<file path="src/rtl/lmrs_pkg.sv">
// Shared constants, codes and types of the LED matrix row scan refresh block.
package lmrs_pkg;

    localparam int ROW_COUNT     = 7;
    localparam int BYTES_PER_ROW = 8;
    localparam int STORE_SIZE    = ROW_COUNT * BYTES_PER_ROW;
    localparam int ADDR_W        = (STORE_SIZE > 1) ? $clog2(STORE_SIZE) : 1;
    localparam int ROW_W         = (ROW_COUNT > 1) ? $clog2(ROW_COUNT) : 1;
    localparam int K_W           = (BYTES_PER_ROW > 1) ? $clog2(BYTES_PER_ROW) : 1;

    localparam int ALU_W      = 17;
    localparam int PERIOD_W   = 16;
    localparam int HIDDEN_W   = 3;
    localparam int POS_W      = 8;
    localparam int PADDR_W    = 3;
    localparam int APB_DATA_W = 32;

    localparam logic [PERIOD_W-1:0] ROW_PERIOD_RESET = 16'd1000;

    typedef enum logic [1:0] {
        MODE_TICK,
        MODE_WRITE,
        MODE_READ,
        MODE_FILL
    } t_mode;

    typedef enum logic [1:0] {
        KIND_ACK,
        KIND_READ,
        KIND_SHIFT
    } t_kind;

    typedef enum logic {
        REG_ROW_PERIOD,
        REG_HIDDEN_COLUMNS
    } t_reg_idx;

    typedef enum logic {
        ALU_ADD,
        ALU_GT
    } t_alu_op;

    typedef enum logic [3:0] {
        ST_IDLE,
        ST_TICK_ADD,
        ST_TICK_CMP,
        ST_ROW_ADD,
        ST_ROW_WRAP,
        ST_SCAN_RD,
        ST_SCAN_OUT,
        ST_PIX_POS,
        ST_PIX_CHK,
        ST_PIX_ADDR,
        ST_PIX_RD,
        ST_PIX_RESULT,
        ST_FILL
    } t_state;

    typedef struct packed {
        logic [PERIOD_W-1:0] row_period;
        logic [HIDDEN_W-1:0] hidden_columns;
    } t_cfg;

    typedef struct packed {
        t_alu_op          op;
        logic [ALU_W-1:0] a;
        logic [ALU_W-1:0] b;
    } t_alu_req;

    typedef struct packed {
        logic [ALU_W-1:0] sum;
        logic             gt;
    } t_alu_rsp;

    typedef struct packed {
        logic              rd_en;
        logic              wr_en;
        logic              fill_en;
        logic [ADDR_W-1:0] addr;
        logic [7:0]        wdata;
        logic [7:0]        fill_byte;
    } t_mem_req;

endpackage

</file>
<file path="src/rtl/lmrs_if.sv">
// Valid/ready channel interfaces for the command items and the result items.
interface lmrs_in_if;
    logic       valid;
    logic       ready;
    logic [1:0] mode;
    logic [6:0] column;
    logic [3:0] row;
    logic       pixel_value;
    logic [7:0] fill_byte;

    modport source (output valid, output mode, output column, output row,
                    output pixel_value, output fill_byte, input ready);
    modport sink (input valid, input mode, input column, input row,
                  input pixel_value, input fill_byte, output ready);
endinterface

interface lmrs_out_if;
    logic       valid;
    logic       ready;
    logic [1:0] kind;
    logic       pixel_out;
    logic [7:0] shift_byte;
    logic [3:0] active_row;
    logic       last;
    logic       error;

    modport source (output valid, output kind, output pixel_out, output shift_byte,
                    output active_row, output last, output error, input ready);
    modport sink (input valid, input kind, input pixel_out, input shift_byte,
                  input active_row, input last, input error, output ready);
endinterface

</file>
<file path="src/rtl/led_matrix_row_scan_refresh_top.sv">
// Top level of the LED matrix row scan refresh block: register port and unit wiring.
//
// This block drives a row-multiplexed LED matrix from a one-bit-per-pixel frame store of
// ROW_COUNT rows by BYTES_PER_ROW bytes, cleared to dark at reset. Each command transaction
// ticks the row timer, writes or reads one pixel, or fills every store byte. A pixel sits at
// column plus hidden_columns: byte index is that sum divided by 8 and the bit is 7 minus the
// sum modulo 8, so the leftmost pixel is the most significant bit. A pixel outside the store
// returns error set and changes nothing. When a tick makes the elapsed count exceed
// row_period, the count clears, the scan row advances with wrap, and the new row's bytes go
// out one result transaction each, inverted (0 means lit), with last set on the final byte,
// the point where the row is switched on. A tick that does not advance yields no result; a
// pixel write or read or a fill yields exactly one result with last set. Commands are handled
// one at a time by a small sequencer around a single shared adder/comparator and a single-port
// frame store with registered read data, and the command channel is not ready until the
// current command has finished. A pixel outside the store skips the address step and the
// store read. Every row byte of an advancing tick needs a store read followed by an output
// step in which the adder forms the next address; a result not taken downstream stalls the
// sequencer. Fills take effect at once through per-byte valid bits and a common fill value,
// so there is no clearing pass after reset. Registers are row_period at byte address 0
// (reset 1000) and hidden_columns at byte address 4 (reset 0); write them only while the
// block is idle.
module led_matrix_row_scan_refresh_top (
    input  logic                               i_clk,
    input  logic                               i_rst_n,
    lmrs_in_if.sink                            i_in,
    lmrs_out_if.source                         o_res,
    input  logic                               psel,
    input  logic                               penable,
    input  logic                               pwrite,
    input  logic [lmrs_pkg::PADDR_W-1:0]       paddr,
    input  logic [lmrs_pkg::APB_DATA_W-1:0]    pwdata,
    output logic [lmrs_pkg::APB_DATA_W-1:0]    prdata,
    output logic                               pready
);

    logic [lmrs_pkg::PERIOD_W-1:0] r_row_period;
    logic [lmrs_pkg::HIDDEN_W-1:0] r_hidden;
    logic                          apb_wr;
    lmrs_pkg::t_reg_idx            reg_idx;

    lmrs_pkg::t_cfg     cfg;
    lmrs_pkg::t_alu_req alu_req;
    lmrs_pkg::t_alu_rsp alu_rsp;
    lmrs_pkg::t_mem_req mem_req;
    logic [7:0]         rdata;

    // Registers are word spaced, so the word address bit selects the register.
    assign reg_idx = lmrs_pkg::t_reg_idx'(paddr[lmrs_pkg::PADDR_W-1]);
    assign apb_wr  = psel && penable && pwrite;
    assign pready  = 1'b1;

    always_ff @(posedge i_clk) begin
        if (!i_rst_n) begin
            r_row_period <= lmrs_pkg::ROW_PERIOD_RESET;
            r_hidden     <= '0;
        end else if (apb_wr) begin
            unique case (reg_idx)
                lmrs_pkg::REG_ROW_PERIOD:     r_row_period <= pwdata[lmrs_pkg::PERIOD_W-1:0];
                lmrs_pkg::REG_HIDDEN_COLUMNS: r_hidden     <= pwdata[lmrs_pkg::HIDDEN_W-1:0];
            endcase
        end
    end

    always_comb begin
        unique case (reg_idx)
            lmrs_pkg::REG_ROW_PERIOD:     prdata = lmrs_pkg::APB_DATA_W'(r_row_period);
            lmrs_pkg::REG_HIDDEN_COLUMNS: prdata = lmrs_pkg::APB_DATA_W'(r_hidden);
        endcase
    end

    assign cfg.row_period     = r_row_period;
    assign cfg.hidden_columns = r_hidden;

    // The sequencer owns the command and result channels, the scan state and the timer.
    lmrs_ctrl u_ctrl (
        .i_clk     (i_clk),
        .i_rst_n   (i_rst_n),
        .i_in      (i_in),
        .o_res     (o_res),
        .i_cfg     (cfg),
        .o_alu_req (alu_req),
        .i_alu_rsp (alu_rsp),
        .o_mem_req (mem_req),
        .i_rdata   (rdata)
    );

    // One adder handles the tick count, row wrap, pixel position, bounds and addresses.
    lmrs_alu u_alu (
        .i_req (alu_req),
        .o_rsp (alu_rsp)
    );

    lmrs_store u_store (
        .i_clk   (i_clk),
        .i_rst_n (i_rst_n),
        .i_req   (mem_req),
        .o_rdata (rdata)
    );

endmodule

</file>
<file path="src/rtl/lmrs_alu.sv">
// Shared adder that serves both additions and greater-than compares.
module lmrs_alu (
    input  lmrs_pkg::t_alu_req i_req,
    output lmrs_pkg::t_alu_rsp o_rsp
);

    logic [lmrs_pkg::ALU_W-1:0] x;
    logic [lmrs_pkg::ALU_W-1:0] y;
    logic                       cin;
    logic [lmrs_pkg::ALU_W:0]   full;

    // A compare computes b - a; a missing carry out means a > b.
    always_comb begin
        x   = i_req.a;
        y   = i_req.b;
        cin = 1'b0;
        if (i_req.op == lmrs_pkg::ALU_GT) begin
            x   = i_req.b;
            y   = ~i_req.a;
            cin = 1'b1;
        end
        full      = {1'b0, x} + {1'b0, y} + (lmrs_pkg::ALU_W + 1)'(cin);
        o_rsp.sum = full[lmrs_pkg::ALU_W-1:0];
        o_rsp.gt  = (i_req.op == lmrs_pkg::ALU_GT) && !full[lmrs_pkg::ALU_W];
    end

endmodule

</file>
<file path="src/rtl/lmrs_store.sv">
// Frame store memory with per-entry valid bits and a common fill value.
module lmrs_store (
    input  logic               i_clk,
    input  logic               i_rst_n,
    input  lmrs_pkg::t_mem_req i_req,
    output logic [7:0]         o_rdata
);

    logic [7:0]                    r_mem [lmrs_pkg::STORE_SIZE];
    logic [lmrs_pkg::STORE_SIZE-1:0] r_valid;
    logic [7:0]                    r_fill;
    logic [7:0]                    r_rd_raw;
    logic [7:0]                    r_rd_fill;
    logic                          r_rd_hit;

    // An entry that was not written since reset or the last fill reads as the fill value.
    always_ff @(posedge i_clk) begin
        if (!i_rst_n) begin
            r_valid <= '0;
            r_fill  <= '0;
        end else if (i_req.fill_en) begin
            r_valid <= '0;
            r_fill  <= i_req.fill_byte;
        end else if (i_req.wr_en) begin
            r_valid[i_req.addr] <= 1'b1;
        end
    end

    always_ff @(posedge i_clk) begin
        if (i_req.wr_en) begin
            r_mem[i_req.addr] <= i_req.wdata;
        end
        if (i_req.rd_en) begin
            r_rd_raw <= r_mem[i_req.addr];
        end
    end

    always_ff @(posedge i_clk) begin
        if (i_req.rd_en) begin
            r_rd_hit  <= r_valid[i_req.addr];
            r_rd_fill <= r_fill;
        end
    end

    assign o_rdata = r_rd_hit ? r_rd_raw : r_rd_fill;

endmodule

</file>
<file path="src/rtl/lmrs_ctrl.sv">
// Sequencer that runs ticks, pixel accesses, fills and row refreshes on the shared adder.
module lmrs_ctrl (
    input  logic               i_clk,
    input  logic               i_rst_n,
    lmrs_in_if.sink            i_in,
    lmrs_out_if.source         o_res,
    input  lmrs_pkg::t_cfg     i_cfg,
    output lmrs_pkg::t_alu_req o_alu_req,
    input  lmrs_pkg::t_alu_rsp i_alu_rsp,
    output lmrs_pkg::t_mem_req o_mem_req,
    input  logic [7:0]         i_rdata
);

    lmrs_pkg::t_state r_state, n_state;
    lmrs_pkg::t_mode  r_mode, n_mode;
    logic [6:0]       r_col, n_col;
    logic [3:0]       r_row, n_row;
    logic             r_val, n_val;
    logic [7:0]       r_fill_byte, n_fill_byte;
    logic [lmrs_pkg::ALU_W-1:0]  r_elapsed, n_elapsed;
    logic [lmrs_pkg::ROW_W-1:0]  r_scan_row, n_scan_row;
    logic [lmrs_pkg::POS_W-1:0]  r_acc, n_acc;
    logic             r_err, n_err;
    logic [lmrs_pkg::ADDR_W-1:0] r_addr, n_addr;
    logic [lmrs_pkg::K_W-1:0]    r_k, n_k;

    logic             r_ov, n_ov;
    lmrs_pkg::t_kind  r_kind, n_kind;
    logic             r_pix, n_pix;
    logic [7:0]       r_sbyte, n_sbyte;
    logic [3:0]       r_arow, n_arow;
    logic             r_last, n_last;
    logic             r_err_o, n_err_o;

    logic             slot_free;
    logic             row_bad;
    logic             last_byte;
    logic [2:0]       bit_sel;
    logic [7:0]       mod_byte;
    logic [lmrs_pkg::ROW_W-1:0] new_row;

    assign slot_free = !r_ov || o_res.ready;
    assign row_bad   = {1'b0, r_row} >= 5'(lmrs_pkg::ROW_COUNT);
    assign last_byte = r_k == lmrs_pkg::K_W'(lmrs_pkg::BYTES_PER_ROW - 1);
    assign bit_sel   = 3'd7 - r_acc[2:0];

    always_comb begin
        mod_byte          = i_rdata;
        mod_byte[bit_sel] = r_val;
    end

    always_ff @(posedge i_clk) begin
        if (!i_rst_n) begin
            r_state    <= lmrs_pkg::ST_IDLE;
            r_elapsed  <= '0;
            r_scan_row <= '0;
            r_ov       <= 1'b0;
        end else begin
            r_state    <= n_state;
            r_elapsed  <= n_elapsed;
            r_scan_row <= n_scan_row;
            r_ov       <= n_ov;
        end
    end

    always_ff @(posedge i_clk) begin
        r_mode      <= n_mode;
        r_col       <= n_col;
        r_row       <= n_row;
        r_val       <= n_val;
        r_fill_byte <= n_fill_byte;
        r_acc       <= n_acc;
        r_err       <= n_err;
        r_addr      <= n_addr;
        r_k         <= n_k;
        r_kind      <= n_kind;
        r_pix       <= n_pix;
        r_sbyte     <= n_sbyte;
        r_arow      <= n_arow;
        r_last      <= n_last;
        r_err_o     <= n_err_o;
    end

    always_comb begin
        n_state     = r_state;
        n_mode      = r_mode;
        n_col       = r_col;
        n_row       = r_row;
        n_val       = r_val;
        n_fill_byte = r_fill_byte;
        n_elapsed   = r_elapsed;
        n_scan_row  = r_scan_row;
        n_acc       = r_acc;
        n_err       = r_err;
        n_addr      = r_addr;
        n_k         = r_k;
        n_ov        = r_ov && !o_res.ready;
        n_kind      = r_kind;
        n_pix       = r_pix;
        n_sbyte     = r_sbyte;
        n_arow      = r_arow;
        n_last      = r_last;
        n_err_o     = r_err_o;
        new_row     = '0;

        o_alu_req.op = lmrs_pkg::ALU_ADD;
        o_alu_req.a  = '0;
        o_alu_req.b  = '0;

        o_mem_req.rd_en     = 1'b0;
        o_mem_req.wr_en     = 1'b0;
        o_mem_req.fill_en   = 1'b0;
        o_mem_req.addr      = r_addr;
        o_mem_req.wdata     = mod_byte;
        o_mem_req.fill_byte = r_fill_byte;

        unique case (r_state)
            lmrs_pkg::ST_IDLE: begin
                if (i_in.valid) begin
                    n_mode      = lmrs_pkg::t_mode'(i_in.mode);
                    n_col       = i_in.column;
                    n_row       = i_in.row;
                    n_val       = i_in.pixel_value;
                    n_fill_byte = i_in.fill_byte;
                    unique case (lmrs_pkg::t_mode'(i_in.mode))
                        lmrs_pkg::MODE_TICK:  n_state = lmrs_pkg::ST_TICK_ADD;
                        lmrs_pkg::MODE_WRITE: n_state = lmrs_pkg::ST_PIX_POS;
                        lmrs_pkg::MODE_READ:  n_state = lmrs_pkg::ST_PIX_POS;
                        lmrs_pkg::MODE_FILL:  n_state = lmrs_pkg::ST_FILL;
                    endcase
                end
            end
            lmrs_pkg::ST_TICK_ADD: begin
                o_alu_req.a = r_elapsed;
                o_alu_req.b = lmrs_pkg::ALU_W'(1);
                n_elapsed   = i_alu_rsp.sum;
                n_state     = lmrs_pkg::ST_TICK_CMP;
            end
            lmrs_pkg::ST_TICK_CMP: begin
                o_alu_req.op = lmrs_pkg::ALU_GT;
                o_alu_req.a  = r_elapsed;
                o_alu_req.b  = lmrs_pkg::ALU_W'(i_cfg.row_period);
                if (i_alu_rsp.gt) begin
                    n_elapsed = '0;
                    n_state   = lmrs_pkg::ST_ROW_ADD;
                end else begin
                    n_state = lmrs_pkg::ST_IDLE;
                end
            end
            lmrs_pkg::ST_ROW_ADD: begin
                o_alu_req.a = lmrs_pkg::ALU_W'(r_scan_row);
                o_alu_req.b = lmrs_pkg::ALU_W'(1);
                n_acc       = i_alu_rsp.sum[lmrs_pkg::POS_W-1:0];
                n_state     = lmrs_pkg::ST_ROW_WRAP;
            end
            lmrs_pkg::ST_ROW_WRAP: begin
                o_alu_req.op = lmrs_pkg::ALU_GT;
                o_alu_req.a  = lmrs_pkg::ALU_W'(r_acc);
                o_alu_req.b  = lmrs_pkg::ALU_W'(lmrs_pkg::ROW_COUNT - 1);
                new_row      = i_alu_rsp.gt ? '0 : r_acc[lmrs_pkg::ROW_W-1:0];
                n_scan_row   = new_row;
                n_addr       = lmrs_pkg::ADDR_W'(int'(new_row) * lmrs_pkg::BYTES_PER_ROW);
                n_k          = '0;
                n_state      = lmrs_pkg::ST_SCAN_RD;
            end
            lmrs_pkg::ST_SCAN_RD: begin
                o_mem_req.rd_en = 1'b1;
                n_state         = lmrs_pkg::ST_SCAN_OUT;
            end
            lmrs_pkg::ST_SCAN_OUT: begin
                o_alu_req.a = lmrs_pkg::ALU_W'(r_addr);
                o_alu_req.b = lmrs_pkg::ALU_W'(1);
                if (slot_free) begin
                    n_ov    = 1'b1;
                    n_kind  = lmrs_pkg::KIND_SHIFT;
                    n_pix   = 1'b0;
                    n_sbyte = ~i_rdata;
                    n_arow  = 4'(r_scan_row);
                    n_last  = last_byte;
                    n_err_o = 1'b0;
                    if (last_byte) begin
                        n_state = lmrs_pkg::ST_IDLE;
                    end else begin
                        n_k     = r_k + lmrs_pkg::K_W'(1);
                        n_addr  = i_alu_rsp.sum[lmrs_pkg::ADDR_W-1:0];
                        n_state = lmrs_pkg::ST_SCAN_RD;
                    end
                end
            end
            lmrs_pkg::ST_PIX_POS: begin
                o_alu_req.a = lmrs_pkg::ALU_W'(r_col);
                o_alu_req.b = lmrs_pkg::ALU_W'(i_cfg.hidden_columns);
                n_acc       = i_alu_rsp.sum[lmrs_pkg::POS_W-1:0];
                n_state     = lmrs_pkg::ST_PIX_CHK;
            end
            lmrs_pkg::ST_PIX_CHK: begin
                o_alu_req.op = lmrs_pkg::ALU_GT;
                o_alu_req.a  = lmrs_pkg::ALU_W'(r_acc[lmrs_pkg::POS_W-1:3]);
                o_alu_req.b  = lmrs_pkg::ALU_W'(lmrs_pkg::BYTES_PER_ROW - 1);
                n_err        = i_alu_rsp.gt || row_bad;
                n_state      = (i_alu_rsp.gt || row_bad) ? lmrs_pkg::ST_PIX_RESULT
                                                         : lmrs_pkg::ST_PIX_ADDR;
            end
            lmrs_pkg::ST_PIX_ADDR: begin
                o_alu_req.a = lmrs_pkg::ALU_W'(int'(r_row) * lmrs_pkg::BYTES_PER_ROW);
                o_alu_req.b = lmrs_pkg::ALU_W'(r_acc[lmrs_pkg::POS_W-1:3]);
                n_addr      = i_alu_rsp.sum[lmrs_pkg::ADDR_W-1:0];
                n_state     = lmrs_pkg::ST_PIX_RD;
            end
            lmrs_pkg::ST_PIX_RD: begin
                o_mem_req.rd_en = 1'b1;
                n_state         = lmrs_pkg::ST_PIX_RESULT;
            end
            lmrs_pkg::ST_PIX_RESULT: begin
                if (slot_free) begin
                    o_mem_req.wr_en = (r_mode == lmrs_pkg::MODE_WRITE) && !r_err;
                    n_ov    = 1'b1;
                    n_kind  = (r_mode == lmrs_pkg::MODE_READ) ? lmrs_pkg::KIND_READ
                                                              : lmrs_pkg::KIND_ACK;
                    n_pix   = (r_mode == lmrs_pkg::MODE_READ) && !r_err && i_rdata[bit_sel];
                    n_sbyte = '0;
                    n_arow  = 4'(r_scan_row);
                    n_last  = 1'b1;
                    n_err_o = r_err;
                    n_state = lmrs_pkg::ST_IDLE;
                end
            end
            lmrs_pkg::ST_FILL: begin
                if (slot_free) begin
                    o_mem_req.fill_en = 1'b1;
                    n_ov    = 1'b1;
                    n_kind  = lmrs_pkg::KIND_ACK;
                    n_pix   = 1'b0;
                    n_sbyte = '0;
                    n_arow  = 4'(r_scan_row);
                    n_last  = 1'b1;
                    n_err_o = 1'b0;
                    n_state = lmrs_pkg::ST_IDLE;
                end
            end
            default: begin
                n_state = lmrs_pkg::ST_IDLE;
            end
        endcase
    end

    assign i_in.ready       = (r_state == lmrs_pkg::ST_IDLE);
    assign o_res.valid      = r_ov;
    assign o_res.kind       = r_kind;
    assign o_res.pixel_out  = r_pix;
    assign o_res.shift_byte = r_sbyte;
    assign o_res.active_row = r_arow;
    assign o_res.last       = r_last;
    assign o_res.error      = r_err_o;

    // A transaction is taken only when idle, so the sequencer always leaves idle next.
    a_accept_leaves_idle: assert property (@(posedge i_clk) disable iff (!i_rst_n)
        i_in.valid && i_in.ready |=> r_state != lmrs_pkg::ST_IDLE)
        else $error("sequencer stayed idle after taking a command");

    // The scan row never leaves the range of physical rows.
    a_scan_row_range: assert property (@(posedge i_clk) disable iff (!i_rst_n)
        {1'b0, r_scan_row} < (lmrs_pkg::ROW_W + 1)'(lmrs_pkg::ROW_COUNT))
        else $error("scan row out of range");

    // Every store access stays inside the frame store.
    a_store_addr_range: assert property (@(posedge i_clk) disable iff (!i_rst_n)
        o_mem_req.rd_en || o_mem_req.wr_en |->
        {1'b0, o_mem_req.addr} < (lmrs_pkg::ADDR_W + 1)'(lmrs_pkg::STORE_SIZE))
        else $error("frame store access out of range");

    // A row advance always restarts the tick count.
    a_advance_clears_count: assert property (@(posedge i_clk) disable iff (!i_rst_n)
        r_state == lmrs_pkg::ST_TICK_CMP && i_alu_rsp.gt |=> r_elapsed == '0)
        else $error("tick count not cleared on row advance");

endmodule
</file>
<file path="src/flat_wrapper.sv">
// flat-port wrapper written by rule: the top's interface ports become plain ports
module led_matrix_row_scan_refresh_top_flat 
  (i_clk, i_rst_n, psel, penable, pwrite, paddr, pwdata, prdata, pready, i_in_valid, i_in_mode, i_in_column, i_in_row, i_in_pixel_value, i_in_fill_byte, i_in_ready, o_res_valid, o_res_kind, o_res_pixel_out, o_res_shift_byte, o_res_active_row, o_res_last, o_res_error, o_res_ready);
  lmrs_in_if i_in_i ();
  lmrs_out_if o_res_i ();
  input  logic i_clk;
  input  logic i_rst_n;
  input  logic psel;
  input  logic penable;
  input  logic pwrite;
  input  logic [lmrs_pkg::PADDR_W-1:0] paddr;
  input  logic [lmrs_pkg::APB_DATA_W-1:0] pwdata;
  output logic [lmrs_pkg::APB_DATA_W-1:0] prdata;
  output logic pready;
  input wire logic [$bits(i_in_i.valid)-1:0] i_in_valid;
  input wire logic [$bits(i_in_i.mode)-1:0] i_in_mode;
  input wire logic [$bits(i_in_i.column)-1:0] i_in_column;
  input wire logic [$bits(i_in_i.row)-1:0] i_in_row;
  input wire logic [$bits(i_in_i.pixel_value)-1:0] i_in_pixel_value;
  input wire logic [$bits(i_in_i.fill_byte)-1:0] i_in_fill_byte;
  output wire logic [$bits(i_in_i.ready)-1:0] i_in_ready;
  output wire logic [$bits(o_res_i.valid)-1:0] o_res_valid;
  output wire logic [$bits(o_res_i.kind)-1:0] o_res_kind;
  output wire logic [$bits(o_res_i.pixel_out)-1:0] o_res_pixel_out;
  output wire logic [$bits(o_res_i.shift_byte)-1:0] o_res_shift_byte;
  output wire logic [$bits(o_res_i.active_row)-1:0] o_res_active_row;
  output wire logic [$bits(o_res_i.last)-1:0] o_res_last;
  output wire logic [$bits(o_res_i.error)-1:0] o_res_error;
  input wire logic [$bits(o_res_i.ready)-1:0] o_res_ready;
  assign i_in_i.valid = i_in_valid;
  assign i_in_i.mode = i_in_mode;
  assign i_in_i.column = i_in_column;
  assign i_in_i.row = i_in_row;
  assign i_in_i.pixel_value = i_in_pixel_value;
  assign i_in_i.fill_byte = i_in_fill_byte;
  assign i_in_ready = i_in_i.ready;
  assign o_res_valid = o_res_i.valid;
  assign o_res_kind = o_res_i.kind;
  assign o_res_pixel_out = o_res_i.pixel_out;
  assign o_res_shift_byte = o_res_i.shift_byte;
  assign o_res_active_row = o_res_i.active_row;
  assign o_res_last = o_res_i.last;
  assign o_res_error = o_res_i.error;
  assign o_res_i.ready = o_res_ready;
  led_matrix_row_scan_refresh_top u_core (.i_clk(i_clk), .i_rst_n(i_rst_n), .i_in(i_in_i), .o_res(o_res_i), .psel(psel), .penable(penable), .pwrite(pwrite), .paddr(paddr), .pwdata(pwdata), .prdata(prdata), .pready(pready));
endmodule
</file>
<file path="config.mk">
export PLATFORM = sky130hd
export DESIGN_NAME = led_matrix_row_scan_refresh_top_flat
export DESIGN_NICKNAME = d
export VERILOG_FILES = /design/src/rtl/lmrs_pkg.sv /design/src/rtl/lmrs_if.sv /design/src/rtl/led_matrix_row_scan_refresh_top.sv /design/src/rtl/lmrs_alu.sv /design/src/rtl/lmrs_store.sv /design/src/rtl/lmrs_ctrl.sv /design/src/flat_wrapper.sv
export SDC_FILE = /design/constraint.sdc
export NUM_CORES = 1
export LEC_CHECK = 0
export BUFFER_PORTS_ARGS = -buffer_cell sky130_fd_sc_hd__buf_2
export CORE_AREA = 2 2 223 225
export CTS_CLUSTER_SIZE = 24
export DETAILED_ROUTE_END_ITERATION = 10
export DIE_AREA = 0 0 225 227
export PLACE_DENSITY = 0.76
export SLEW_MARGIN = 5
export SYNTH_ARGS = -nofsm -noshare
export SYNTH_HDL_FRONTEND = slang
export SYNTH_HIERARCHICAL = 1
export SYNTH_SLANG_ARGS = --single-unit
</file>
<file path="constraint.sdc">
create_clock -name i_clk -period 4.1 [get_ports i_clk]
set_clock_uncertainty 0.15 [all_clocks]
set_input_delay 0.615 -clock i_clk [delete_from_list [all_inputs] [get_ports i_clk]]
set_output_delay 0.615 -clock i_clk [all_outputs]
set_load 0.01 [all_outputs]
</file>
After elaboration in Yosys (flattened, before gate mapping). Memories as Yosys holds them, arrays and structs flattened. A register that Yosys moved wholly into a read port is not among the register bits. Index checks and enable logic that the tools add are counted. Widths: inputs -> output; s select.

Register bits: 173. Memory bits (writable): 448. Input port bits: 64. Output and inout bits: 52. Word-level logic and storage cells: 166. Memories kept: 1.

Add/subtract/negate cells: 4. $lt $le $gt $ge: 5. Equality and inequality tests: 26. Multiplexer cells: 58. Bitwise logic cells: 5. Reduce and logical (&&, ||, !) cells: 42.

Memory list: u_core.u_store.r_mem (words 56, width 8, rd ports 1, clocked after memory_dff 1, wr ports 1, RTL line lmrs_store.sv:9) `logic [7:0] r_mem [lmrs_pkg::STORE_SIZE];`.

Operator list (number): $pmux 34 s8 (1); $pmux 32 s2 (1); $or 56x56->56 (1); $mux 17 (3); $pmux 4 s12 (1); $pmux 17 s2 (1); $mux 8 (3); $mux 1 (21); $eq 4x4->1 const B (5); $add 17x17->18 (1); $add 18x1->18 (1); $pmux 6 s3 (1); $not 17->17 (1); $eq 4x3->1 const B (4); $pmux 8 s2 (1); $reduce_and 3->1 (5); $mux 3 (4); $mux 4 (3); $mux 6 (2); $ne 2x2->1 const B (6); $pmux 4 s3 (1); $reduce_or 2->1 (6); $mux 2 (5); $reduce_and 2->1 (5); other kinds (32) (57).

Depth between registers and ports, before layout. Gate-level depths: netlist of run 1.

Word-level depth: 11. Depth in mapped cells: 22. Mapped depth without buffers: 16.

Cells and area by module. Netlist of run 1, hierarchy kept.

Modules (own cells, without submodules): lmrs_store (instances 1, cells an instance 1191, area an instance 20494.7 sq um); lmrs_ctrl (instances 1, cells an instance 382, area an instance 4125.2 sq um); lmrs_alu (instances 1, cells an instance 189, area an instance 1358.8 sq um); led_matrix_row_scan_refresh_top (instances 1, cells an instance 118, area an instance 1067.3 sq um).

Worst setup path before layout of run 1. OpenSTA, ideal clock, no wires.

Kind: reg2reg. Start: reg u_core.u_ctrl.r_state[2]. End: reg u_core/u_ctrl/r_elapsed[10] in the netlist's numbering. Setup time: 0.128 ns. Data arrival time: 4.032 ns. Data required time: 3.822 ns. Setup slack: -0.209 ns. Stages on the path, launching flop included: 20. Period minus slack after synthesis: 4.309 ns. Path through: dfxtp_1 -> buf_4 -> or2_2 -> nor2_1 -> or3_1 -> buf_2 -> buf_1 -> a21oi_1 -> ha_1 -> a21oi_1 -> o221ai_1 -> a21oi_2 -> nand3b_1 -> a31o_2 -> nand3b_1 -> a211o_1 -> clkbuf_1 -> buf_2 -> a22oi_1 -> nor2_1.

RTL lines: start, declared (RTL line lmrs_ctrl.sv:14) `lmrs_pkg::t_state r_state, n_state;`; start signal, assigned (RTL line lmrs_ctrl.sv:54) `r_state <= lmrs_pkg::ST_IDLE;`; start signal, assigned (RTL line lmrs_ctrl.sv:59) `r_state <= n_state;`; end signal, assigned (RTL line lmrs_ctrl.sv:60) `r_elapsed <= n_elapsed;`; end, declared (RTL line lmrs_ctrl.sv:20) `logic [lmrs_pkg::ALU_W-1:0] r_elapsed, n_elapsed;`.

==> summary.md, run 1 <==
| Metric | Value |
|---|---|
| GP Congestion | `~0.9` |
| First-pass GRT wire length | `approximately 100000 µm` |
| Total number of vias | `approximately 17000` |
| Fin util | `~64%` |
| Nets | `2135` |
| Xor/xnor cell area share of the yosys netlist | `less than 1%` |
| Clock power share | `26.7%` |
| Site row count | `81` |
| DR pass1 iterations | `6` |
| Internal power | `approximately 15000 µW` |
| Logic pwr share | `about 38%` |
| R2R Setup Slk | `roughly 57 ps` |
| Avg Inst Size Synth | `roughly 14 µm²` |
| Most used DFF post-synth | `edfxtp_1` |
| Outcome | `finished clean` |
| Largest net degree at the start of global routing | `roughly 110` |
| Net Sw Frac | `a little over a third` |
| DR WL/cell | `between 20 and 25 µm` |
| Hold Slack | `roughly 56 ps` |
| Synth Area in Compound Gates | `a little over a tenth` |
| RSZ-0062 raised after global routing | `true` |
| Hold/Removal Path Class | `in -> reg` |
| Minimum clock period | `4040 ps` |
| Core area | `a little under 0.05 mm²` |
| Maxcap violations | `0` |
| Die Wd | `approximately 230 µm` |
| Setup TNS | `0 ps` |
| Total Wirelength | `just under 70000 µm` |
| Clk root buf | `clkbuf_16` |
| DP Wirelength | `42300 µm` |
| Routed vias/inst | `about 6.4` |
| Setup Viol. Count Final | `0` |
| CTS max path bufs | `3` |
| Tot Pwr | `approximately 23000 µW` |
| Vias in the first global route | `between 15000 and 20000` |
| Critical Path AT | `4300 ps` |
| Final Non-Filler Cells | `between 2000 and 3000` |
| Peak VDD IR | `0.000478 V` |
| DRT antenna net count | `0` |
| Clock-pin slew on the worst setup and hold paths | `roughly 60 ps` |
| Final Cycle Share | `a little over nine tenths` |
| Fraction of layout cells with a size suffix above 1 | `24.3%` |
| FMAX | `around 250 MHz` |
| CTS tree | `built` |
| Skew-Pair Late Insertion Delay | `about 590 ps` |
| PwrDens | `approximately 730 mW/mm²` |
| FF-to-FF End | `u_core/u_ctrl/r_state[1]` |
| Sw power | `8020 µW` |
| Gr ovfl total | `0` |
| Initial DRC count | `2342` |
| Most frequent cells in the layout | `521 x edfxtp_1, 143 x buf_4, 136 x nor2_1` |
| Mapped cell area | `0.0270 mm²` |
| Worst R2R Start | `u_core/u_ctrl/r_state[3]` |
| Post-synthesis cell type count | `89` |
| Crit. End Element | `register` |
| Required time worst endpoint | `roughly 4400 ps` |
| Rel. slew slack | `between 10% and 20%` |
| EDFF count, synth | `between 500 and 600` |
| Reg2Reg Depth | `16` |
| Area grow syn2layout | `14.7%` |
| Input/output buffers | `79` |
| Crit. Startpoint | `u_core/u_ctrl/r_state[3]` |
| Most common cell after layout, fill and taps aside | `edfxtp_1` |
| End point of the critical path | `u_core/u_ctrl/r_state[1]` |
| Adder-Cell Fraction of Synth Area | `approximately 1.0%` |
| Placed Instances | `between 2000 and 3000` |
| Critical path class | `reg -> reg` |
| Chip Height | `between 200 and 250 µm` |
| Slew @ Worst Pin | `approximately 1200 ps` |
| Total CTS buffers | `66` |
| CP Max Fanout | `12` |
| Fin. Hold Viols | `0` |
| Post-synthesis sequential area ratio | `65.8%` |
| Ys async rst share | `0%` |
| Slew Limit Fails | `0` |
| IO Count | `116` |
| Clock sinks | `629` |
| GRT Total Usage | `26.6%` |
| Die ar. | `slightly above 0.05 mm²` |
| Register bit total from synthesis | `about 630` |
| Initial Util | `55.7%` |
| DRC viols | `0` |
| Sequential share of power | `35.3%` |
| Static Leakage | `~0.011 µW` |
| Setup crit start kind | `register` |
| Mapped Cells | `approximately 1900` |
| Initial antenna violation count | `1` |
| Multiplexer share of the synthesized area | `between 10% and 20%` |
| Simple-gate share of the synthesized area | `under 10%` |
| H-tree levels | `3` |
| Ys Warns | `6` |
| Combinational family with the most area after synthesis | `compound AO/OA/AOI/OAI gates` |
==> how the worst min path moves through the flow <==
stage	startpoint	end	cells after the start
6_report	i_in_column[5]	u_core/u_ctrl/r_col[5]	1
3_5_place_dp	u_core/u_store/r_fill[5]	u_core/u_store/r_rd_fill[5]	0
4_1_cts	i_in_fill_byte[3]	u_core/u_ctrl/r_fill_byte[3]	1
5_1_grt	i_in_fill_byte[3]	u_core/u_ctrl/r_fill_byte[3]	1
3_3_place_gp	u_core/u_store/r_fill[5]	u_core/u_store/r_rd_fill[5]	0
2_1_floorplan	u_core/u_store/r_fill[0]	u_core/u_store/r_rd_fill[0]	0
==> synthesized netlist by cell type, types with 21 or more instances <==
cell type / number / area, µm²
dfxtp_1: 108 / 2160
a22oi_1: 58 / 435
nand3_1: 29 / 145
buf_4: 29 / 218
o21a_1: 63 / 473
and2_1: 31 / 194
a21oi_1: 51 / 255
clkbuf_1: 48 / 180
mux2_2: 74 / 833
nor2_1: 139 / 522
o22ai_1: 27 / 169
mux4_2: 51 / 1150
nand2_1: 107 / 402
a221oi_1: 69 / 604
o21ai_0: 33 / 165
buf_2: 50 / 250
mux2i_1: 65 / 651
nor2b_1: 48 / 300
ha_1: 21 / 263
edfxtp_1: 521 / 15600
==> area by class of cell <==
cell class,count,area (µm²)
fill,3361,17500
sequential,629,17800
tap,622,778
inverter,18,67.6
multi-input combinational,1102,8530
antenna,1,2.50
clock inverter,32,379
clock buffer,87,1810
timing repair buffer,232,1630
==> critical path, stage by stage, from the launching register on <==
cell and delay [ps]:
dfxtp_1 370, buf_6 190, nor4b_4 60, or2_1 310, a222oi_1 270, o21ai_1 150
mux2_2 310, ha_4 310, nand4_1 110, o22ai_2 190, a21oi_2 140, nand3b_1 180
a31o_2 280, a311o_1 340, and3_1 200, o21ai_1 190, a221oi_1 100
==> timing repair <==
action,4_1_cts,5_1_grt
pin swaps,0,2
resized for setup,6,17
endpoints found under the setup margin,4,19
hold buffers,0,0
gates cloned,0,0
buffers inserted,0,1
==> routing by layer <==
metal	share of wire (%)	global-route usage (%)	vias to the layer above
met5	0	0	-
met2	48	43.0	1075
met4	3.2	8.97	0
met3	11	5.37	158
met1	39	36.5	8640
li1	-	-	7617
==> per-stage QoR <==
step | setup slack [ps] | instance area, µm²
2_1_floorplan | 15.2 | 27100
3_3_place_gp | 31.4 | 28700
6_report | 57.4 | 31000
4_1_cts | 6.33 | 30900
3_5_place_dp | -35.5 | 28700
5_1_grt | -57.0 | 31000
==> flip-flops by register name (all words and copies together) (netlist names), 3 cells and up <==
signal / flops
u_core/u_ctrl/r_elapsed: 17
u_core/u_store/r_valid: 56
u_core/u_ctrl/o_res.shift_byte: 8
u_core/u_store/r_mem: 448
u_core/u_store/r_rd_fill: 8
u_core/u_ctrl/r_addr: 6
u_core/u_ctrl/r_fill_byte: 8
u_core/u_ctrl/o_res.active_row: 3
u_core/u_ctrl/r_state: 4
u_core/u_ctrl/r_row: 4
u_core/u_ctrl/r_acc: 8
u_core/u_ctrl/r_k: 3
u_core/u_ctrl/r_col: 7
u_core/r_row_period: 16
u_core/u_ctrl/r_scan_row: 3
u_core/u_store/r_rd_raw: 8
u_core/r_hidden: 3
u_core/u_store/r_fill: 8
==> cell families after synthesis <==
family / Yosys count
AOI/OAI and AO/OA: 401
xor gates and xnor gates: 13
adders and majority gates: 22
buffers and inverters: 165
DFF: 629
muxes: 196
other: 3
and+or+nand+nor: 451
==> power groups by stage <==
stage                     registers, µW  logic (µW)  clock network, µW
final                              7990        8580               6040
after CTS                          7980        8280               6110
after global routing               8010        9110               6340
after global placement             8100        8000                  0
after detailed placement           8100        8220                  0
after floorplan                    8010        5520                  0
(Power assumes the default switching activity.)
==> inputs of run 2 (changes only) <==
Clock period 4.1 ns to 3.4 ns, I/O delays scaled along.
==> summary.md, run 2 (synthesis results as in run 1) <==
| Metric | Value |
|---|---|
| Top reg by flops | `u_core/u_store/r_mem` |
| Dpl cell area | `around 0.030 mm²` |
| Vias in the first global route | `between 15000 and 20000` |
| Chip Height | `roughly 230 µm` |
| Critical Path AT | `between 4000 and 5000 ps` |
| Setup crit start kind | `register` |
| Clock sinks | `~630` |
| Die Wd | `225 µm` |
| Slew Limit Fails | `0` |
| Net Sw Frac | `a little over a third` |
| Maxcap violations | `0` |
| Site row count | `81` |
| Clk root buf | `clkbuf_16` |
| Final Non-Filler Cells | `a little under 3000` |
| Sequential share of power | `approximately a third` |
| Setup TNS | `-7550 ps` |
| Nets | `about 2300` |
| Gr ovfl total | `0` |
| Fillers | `between 3000 and 4000` |
| Total Wirelength | `around 73000 µm` |
| Area grow syn2layout | `21.3%` |
| Post-route cell area | `~0.033 mm²` |
| Hold Slack | `about 25 ps` |
| Internal power | `approximately 19000 µW` |
| FMAX | `263 MHz` |
| Minimum clock period | `3800 ps` |
| GRT Total Usage | `roughly 29%` |
| DRC viols | `0` |
| Skew-Pair Late Insertion Delay | `600 ps` |
| Slew @ Worst Pin | `around 1000 ps` |
| Crit. End Element | `register` |
| Worst setup margin | `-402 ps` |
| Rel. slew slack | `about a third` |
| CTS max path bufs | `3` |
| Fraction of layout cells with a size suffix above 1 | `a little under a third` |
| DP Wirelength | `around 47000 µm` |
| DR WL/cell | `25.1 µm` |
| Routed vias/inst | `around 6.3` |
| Placed Instances | `about 2700` |
| Most frequent cells in the layout | `521 x edfxtp_1, 286 x buf_4, 135 x nor2_1` |
| Fin. Hold Viols | `0` |
| Critical path class | `reg -> reg` |
| Peak VDD IR | `between 0.0004 and 0.0005 V` |
| RSZ-0062 raised after global routing | `true` |
| Total CTS buffers | `66` |
| First-pass GRT wire length | `about 110000 µm` |
| Final Cycle Share | `112%` |
| Total number of vias | `18300` |
| PwrDens | `approximately 890 mW/mm²` |
| Sw power | `roughly 11000 µW` |
| H-tree levels | `3` |
| Most common cell after layout, fill and taps aside | `edfxtp_1` |
| Initial Util | `a little under three fifths` |
| Largest net degree at the start of global routing | `between 60 and 70` |
| Setup Viol. Count Final | `26` |
| Core area | `0.0485 mm²` |
| DRT antenna net count | `0` |
| Biggest regs | `u_core/u_store/r_mem (448), u_core/u_store/r_valid (56), u_core/u_ctrl/r_elapsed (17)` |
| DP Worst Slack | `-558 ps` |
| Initial antenna violation count | `2` |
| Logic pwr share | `43.5%` |
| Outcome | `complete, but fails checks` |
| Die ar. | `about 0.05 mm²` |
| Number of flip-flops under the largest register name | `448` |
| CTS tree | `built` |
| DR pass1 iterations | `6` |
| Static Leakage | `between 0.01 and 0.015 µW` |
| Failing checks | `negative setup slack` |
| IO Count | `116` |
| Initial DRC count | `between 2000 and 2500` |
| Required time worst endpoint | `3670 ps` |
| Clock power share | `23.7%` |
| CP Max Fanout | `6` |
| GP Congestion | `~0.9` |
| Hold/Removal Path Class | `in -> reg` |
| Input/output buffers | `79` |
| Clock-pin slew on the worst setup and hold paths | `about 60 ps` |
run 2: worst max-delay path, stage by stage, from the launching register on:
cell and delay [ps]:
dfxtp_4 360, buf_4 140, buf_4 150, and3_4 160, a21oi_2 100, o22ai_1 100
a221o_1 330, mux2_4 310, ha_4 290, nand4_1 110, o22ai_2 190, a21oi_2 100
nand3b_1 170, a31o_2 280, a311o_1 290, and3_1 180, o21ai_1 120, a221oi_1 90
run 2: metrics by stage:
step / utilization (%) / power [µW]
finish: 67.6 / 29200
detailed placement: 61.8 / 21300
CTS: 67.2 / 28700
global route: 67.6 / 30300
floorplan: - / 16800
global placement: 61.8 / 21100
run 2: final timing paths:
kind,start,endpoint,slack [ps],cells past startpoint
setup / recovery,u_core/u_ctrl/r_state[0],u_core/u_ctrl/r_state[1],-400,17
hold / removal,pwdata[5],u_core/r_row_period[5],30,3
setup reg to reg,u_core/u_ctrl/r_state[0],u_core/u_ctrl/r_state[1],-400,17
hold reg to reg,u_core/u_store/r_fill[6],u_core/u_store/r_rd_fill[6],280,0
run 2: metal layers:
metal | global-route usage [%] | part of all wire, % | vias to the layer above
met2 | 45.8 | 47 | 1077
met3 | 7.69 | 10 | 195
li1 | - | - | 7972
met4 | 11.8 | 4.0 | 0
met1 | 38.3 | 38 | 9060
met5 | 0 | 0 | -
run 2: power groups by stage:
| stage | registers [µW] | clock network [µW] | logic (µW) |
|---|---|---|---|
| global route | 9640 | 7300 | 13400 |
| finish | 9620 | 6920 | 12700 |
| CTS | 9610 | 6990 | 12100 |
| floorplan | 9670 | 0 | 7170 |
| detailed placement | 9750 | 0 | 11600 |
| global placement | 9750 | 0 | 11300 |
run 2: what timing repair did:
action	in CTS	in global routing
setup endpoints to repair	126	247
setup buffers	9	7
hold endpoints to repair	29	0
gates resized for setup	47	20
hold buffers	29	0
pin swaps	10	11
gates cloned	0	1
run 2: area by class of cell:
| type | count | area, µm² | share of cell area (%) |
|---|---|---|---|
| diodes | 2 | 5.00 | 0.0153 |
| clock buffers | 89 | 1850 | 5.64 |
| flip-flops and latches | 629 | 17800 | 54.3 |
| clock inverters | 30 | 226 | 0.690 |
| multi-input cells | 1102 | 8880 | 27.1 |
| inverters | 18 | 67.6 | 0.206 |
| well taps | 622 | 778 | 2.37 |
| repair buffers | 414 | 3180 | 9.70 |
==> inputs of run 3 (changes only) <==
Settings changed: CORE_AREA 2 2 223 225 to 2 2 216 218, DIE_AREA 0 0 225 227 to 0 0 218 220, PLACE_DENSITY 0.76 to 0.77, SETUP_SLACK_MARGIN from default to 0.5.
Clock period 3.4 ns to 4.2 ns, I/O delays scaled along.
==> summary.md, run 3 (synthesis results as in run 1) <==
| Metric | Value |
|---|---|
| Routed vias/inst | `about 6.6` |
| DRC viols | `0` |
| Reg2Reg Depth | `16` |
| Most frequent cells in the layout | `521 x edfxtp_1, 138 x buf_4, 134 x nor2_1` |
| Skew-Pair Late Insertion Delay | `around 630 ps` |
| CP Max Fanout | `8` |
| Die Wd | `218 µm` |
| First-pass GRT wire length | `106000 µm` |
| PwrDens | `about 720 mW/mm²` |
| Vias in the first global route | `17400` |
| Final Cycle Share | `between 90% and 100%` |
| Worst R2R Start | `u_core/u_ctrl/r_state[0]` |
| Initial antenna violation count | `0` |
| Hold/Removal Path Class | `in -> reg` |
| Area grow syn2layout | `16.0%` |
| Setup TNS | `0 ps` |
| Top reg by flops | `u_core/u_store/r_mem` |
| Total CTS buffers | `between 60 and 70` |
| Crit. Startpoint | `u_core/u_ctrl/r_state[0]` |
| Static Leakage | `0.0108 µW` |
| Clock sinks | `around 630` |
| Chip Height | `about 220 µm` |
| Biggest regs | `u_core/u_store/r_mem (448), u_core/u_store/r_valid (56), u_core/u_ctrl/r_elapsed (17)` |
| Critical Path AT | `4090 ps` |
| Fin. Hold Viols | `0` |
| Total number of vias | `17700` |
| Number of flip-flops under the largest register name | `~450` |
| Minimum clock period | `between 3000 and 4000 ps` |
| Fin util | `between 60% and 70%` |
| Slew Limit Fails | `0` |
| Clk root buf | `clkbuf_16` |
| End point of the critical path | `u_core/u_ctrl/r_state[1]` |
| GP Congestion | `between 0.9 and 1` |
| Total Wirelength | `slightly above 70000 µm` |
| Peak VDD IR | `around 0.00052 V` |
| Initial DRC count | `around 2300` |
| Rel. slew slack | `between 10% and 20%` |
| Gr ovfl total | `0` |
| Antenna Cells | `0` |
| R2R Setup Slk | `approximately 400 ps` |
| Die ar. | `~0.048 mm²` |
| Outcome | `finished clean` |
| DR WL/cell | `26.1 µm` |
| FMAX | `263 MHz` |
| Clock-pin slew on the worst setup and hold paths | `approximately 60 ps` |
| Nets | `about 2100` |
| GR Util met3 | `5.66%` |
| DRT antenna net count | `0` |
| Initial Util | `59.0%` |
| GR Layer Usage met2 | `between 40% and 50%` |
| CTS max path bufs | `3` |
| H-tree levels | `2` |
| CTS tree | `built` |
| Most common cell after layout, fill and taps aside | `edfxtp_1` |
| Slew @ Worst Pin | `around 1200 ps` |
| RSZ-0062 raised after global routing | `true` |
| Setup Viol. Count Final | `0` |
| Fraction of layout cells with a size suffix above 1 | `between 20% and 30%` |
| Critical path class | `reg -> reg` |
| DR pass1 iterations | `6` |
| GRT Max-Usage Layer | `met2` |
| GR Util met1 | `39.6%` |
| Worst Hold Depth | `1` |
| FF-to-FF End | `u_core/u_ctrl/r_state[1]` |
| DP Wirelength | `between 40000 and 50000 µm` |
| Input/output buffers | `a little under 80` |
| Setup crit start kind | `register` |
| Largest net degree at the start of global routing | `between 60 and 70` |
| Crit. End Element | `register` |
| IO Count | `116` |
| Site row count | `79` |
| Core area | `about 0.046 mm²` |
| GRT Total Usage | `between 20% and 30%` |
| Maxcap violations | `0` |
| Required time worst endpoint | `4480 ps` |
-- run 3: changes by cell type in the layout (fill, tap and decap cells not counted), moves of 4 or more --
cell and change:
a22oi_2 -4, buf_6 -4, dlygate4sd3_1 -29, clkinv_1 -8, clkbuf_8 +13, a22oi_1 +4
buf_4 -148, clkbuf_16 -4
-- run 3: metal layers --
metal	wire (µm)	vias to the layer above
met5	0	-
met4	2880	0
met3	7060	188
met2	34200	1081
met1	26600	8860
li1	-	7611
-- run 3: through the flow --
step | area (µm²) | std cells | setup slack (ps) | power (µW) | hold WS (ps)
floorplan | 27400 | 1896 | 456 | 13600 | 258
global placement | 28700 | 2561 | 151 | 16000 | 269
detailed placement | 28700 | 2561 | 145 | 16100 | 268
CTS | 31300 | 2706 | 440 | 22300 | 5.39
global route | 31400 | 2708 | 249 | 23300 | 12.4
finish | 31400 | 2708 | 396 | 22500 | 28.5
-- run 3: where the power goes --
group          switching [µW]  internal [µW]  total (µW)
Combinational            5640           3450        9100
Sequential                215           7610        7830
Clock                    2300           3310        5600
-- run 3: critical path, stage by stage (launching register included) --
cell and delay [ps]:
dfxtp_4 390, buf_12 150, and3_1 180, a21oi_2 160, o22ai_2 110, a221o_1 320
mux2_4 300, ha_4 310, nand4_1 120, o22ai_2 180, a21oi_2 110, nand3b_1 170
a31o_2 280, a311o_1 310, and3_1 180, o21ai_1 110, a221oi_1 80
-- run 3: final cells by class --
class	instances	area (µm²)
clock buffers	99	1960
clock inverters	17	166
fillers	3049	14500
inverters	18	67.6
multi-input cells	1104	8840
flip-flops and latches	629	17800
well taps	607	759
repair buffers	234	1770
-- run 3: what timing repair did --
| item | 4_1_cts | 5_1_grt |
|---|---|---|
| gates resized for setup | 48 | 14 |
| pin swaps | 19 | 3 |
| hold buffers | 0 | 0 |
| setup endpoints to repair | 26 | 26 |
| gates cloned | 4 | 0 |
| buffers inserted | 25 | 2 |
-- run 3: worst min-delay path by stage --
stage | from | endpoint
floorplan | u_core/u_store/r_fill[0] | u_core/u_store/r_rd_fill[0]
global placement | u_core/u_store/r_fill[0] | u_core/u_store/r_rd_fill[0]
detailed placement | u_core/u_store/r_fill[5] | u_core/u_store/r_rd_fill[5]
CTS | i_in_fill_byte[0] | u_core/u_ctrl/r_fill_byte[0]
global route | i_in_fill_byte[2] | u_core/u_ctrl/r_fill_byte[2]
finish | i_in_column[2] | u_core/u_ctrl/r_col[2]
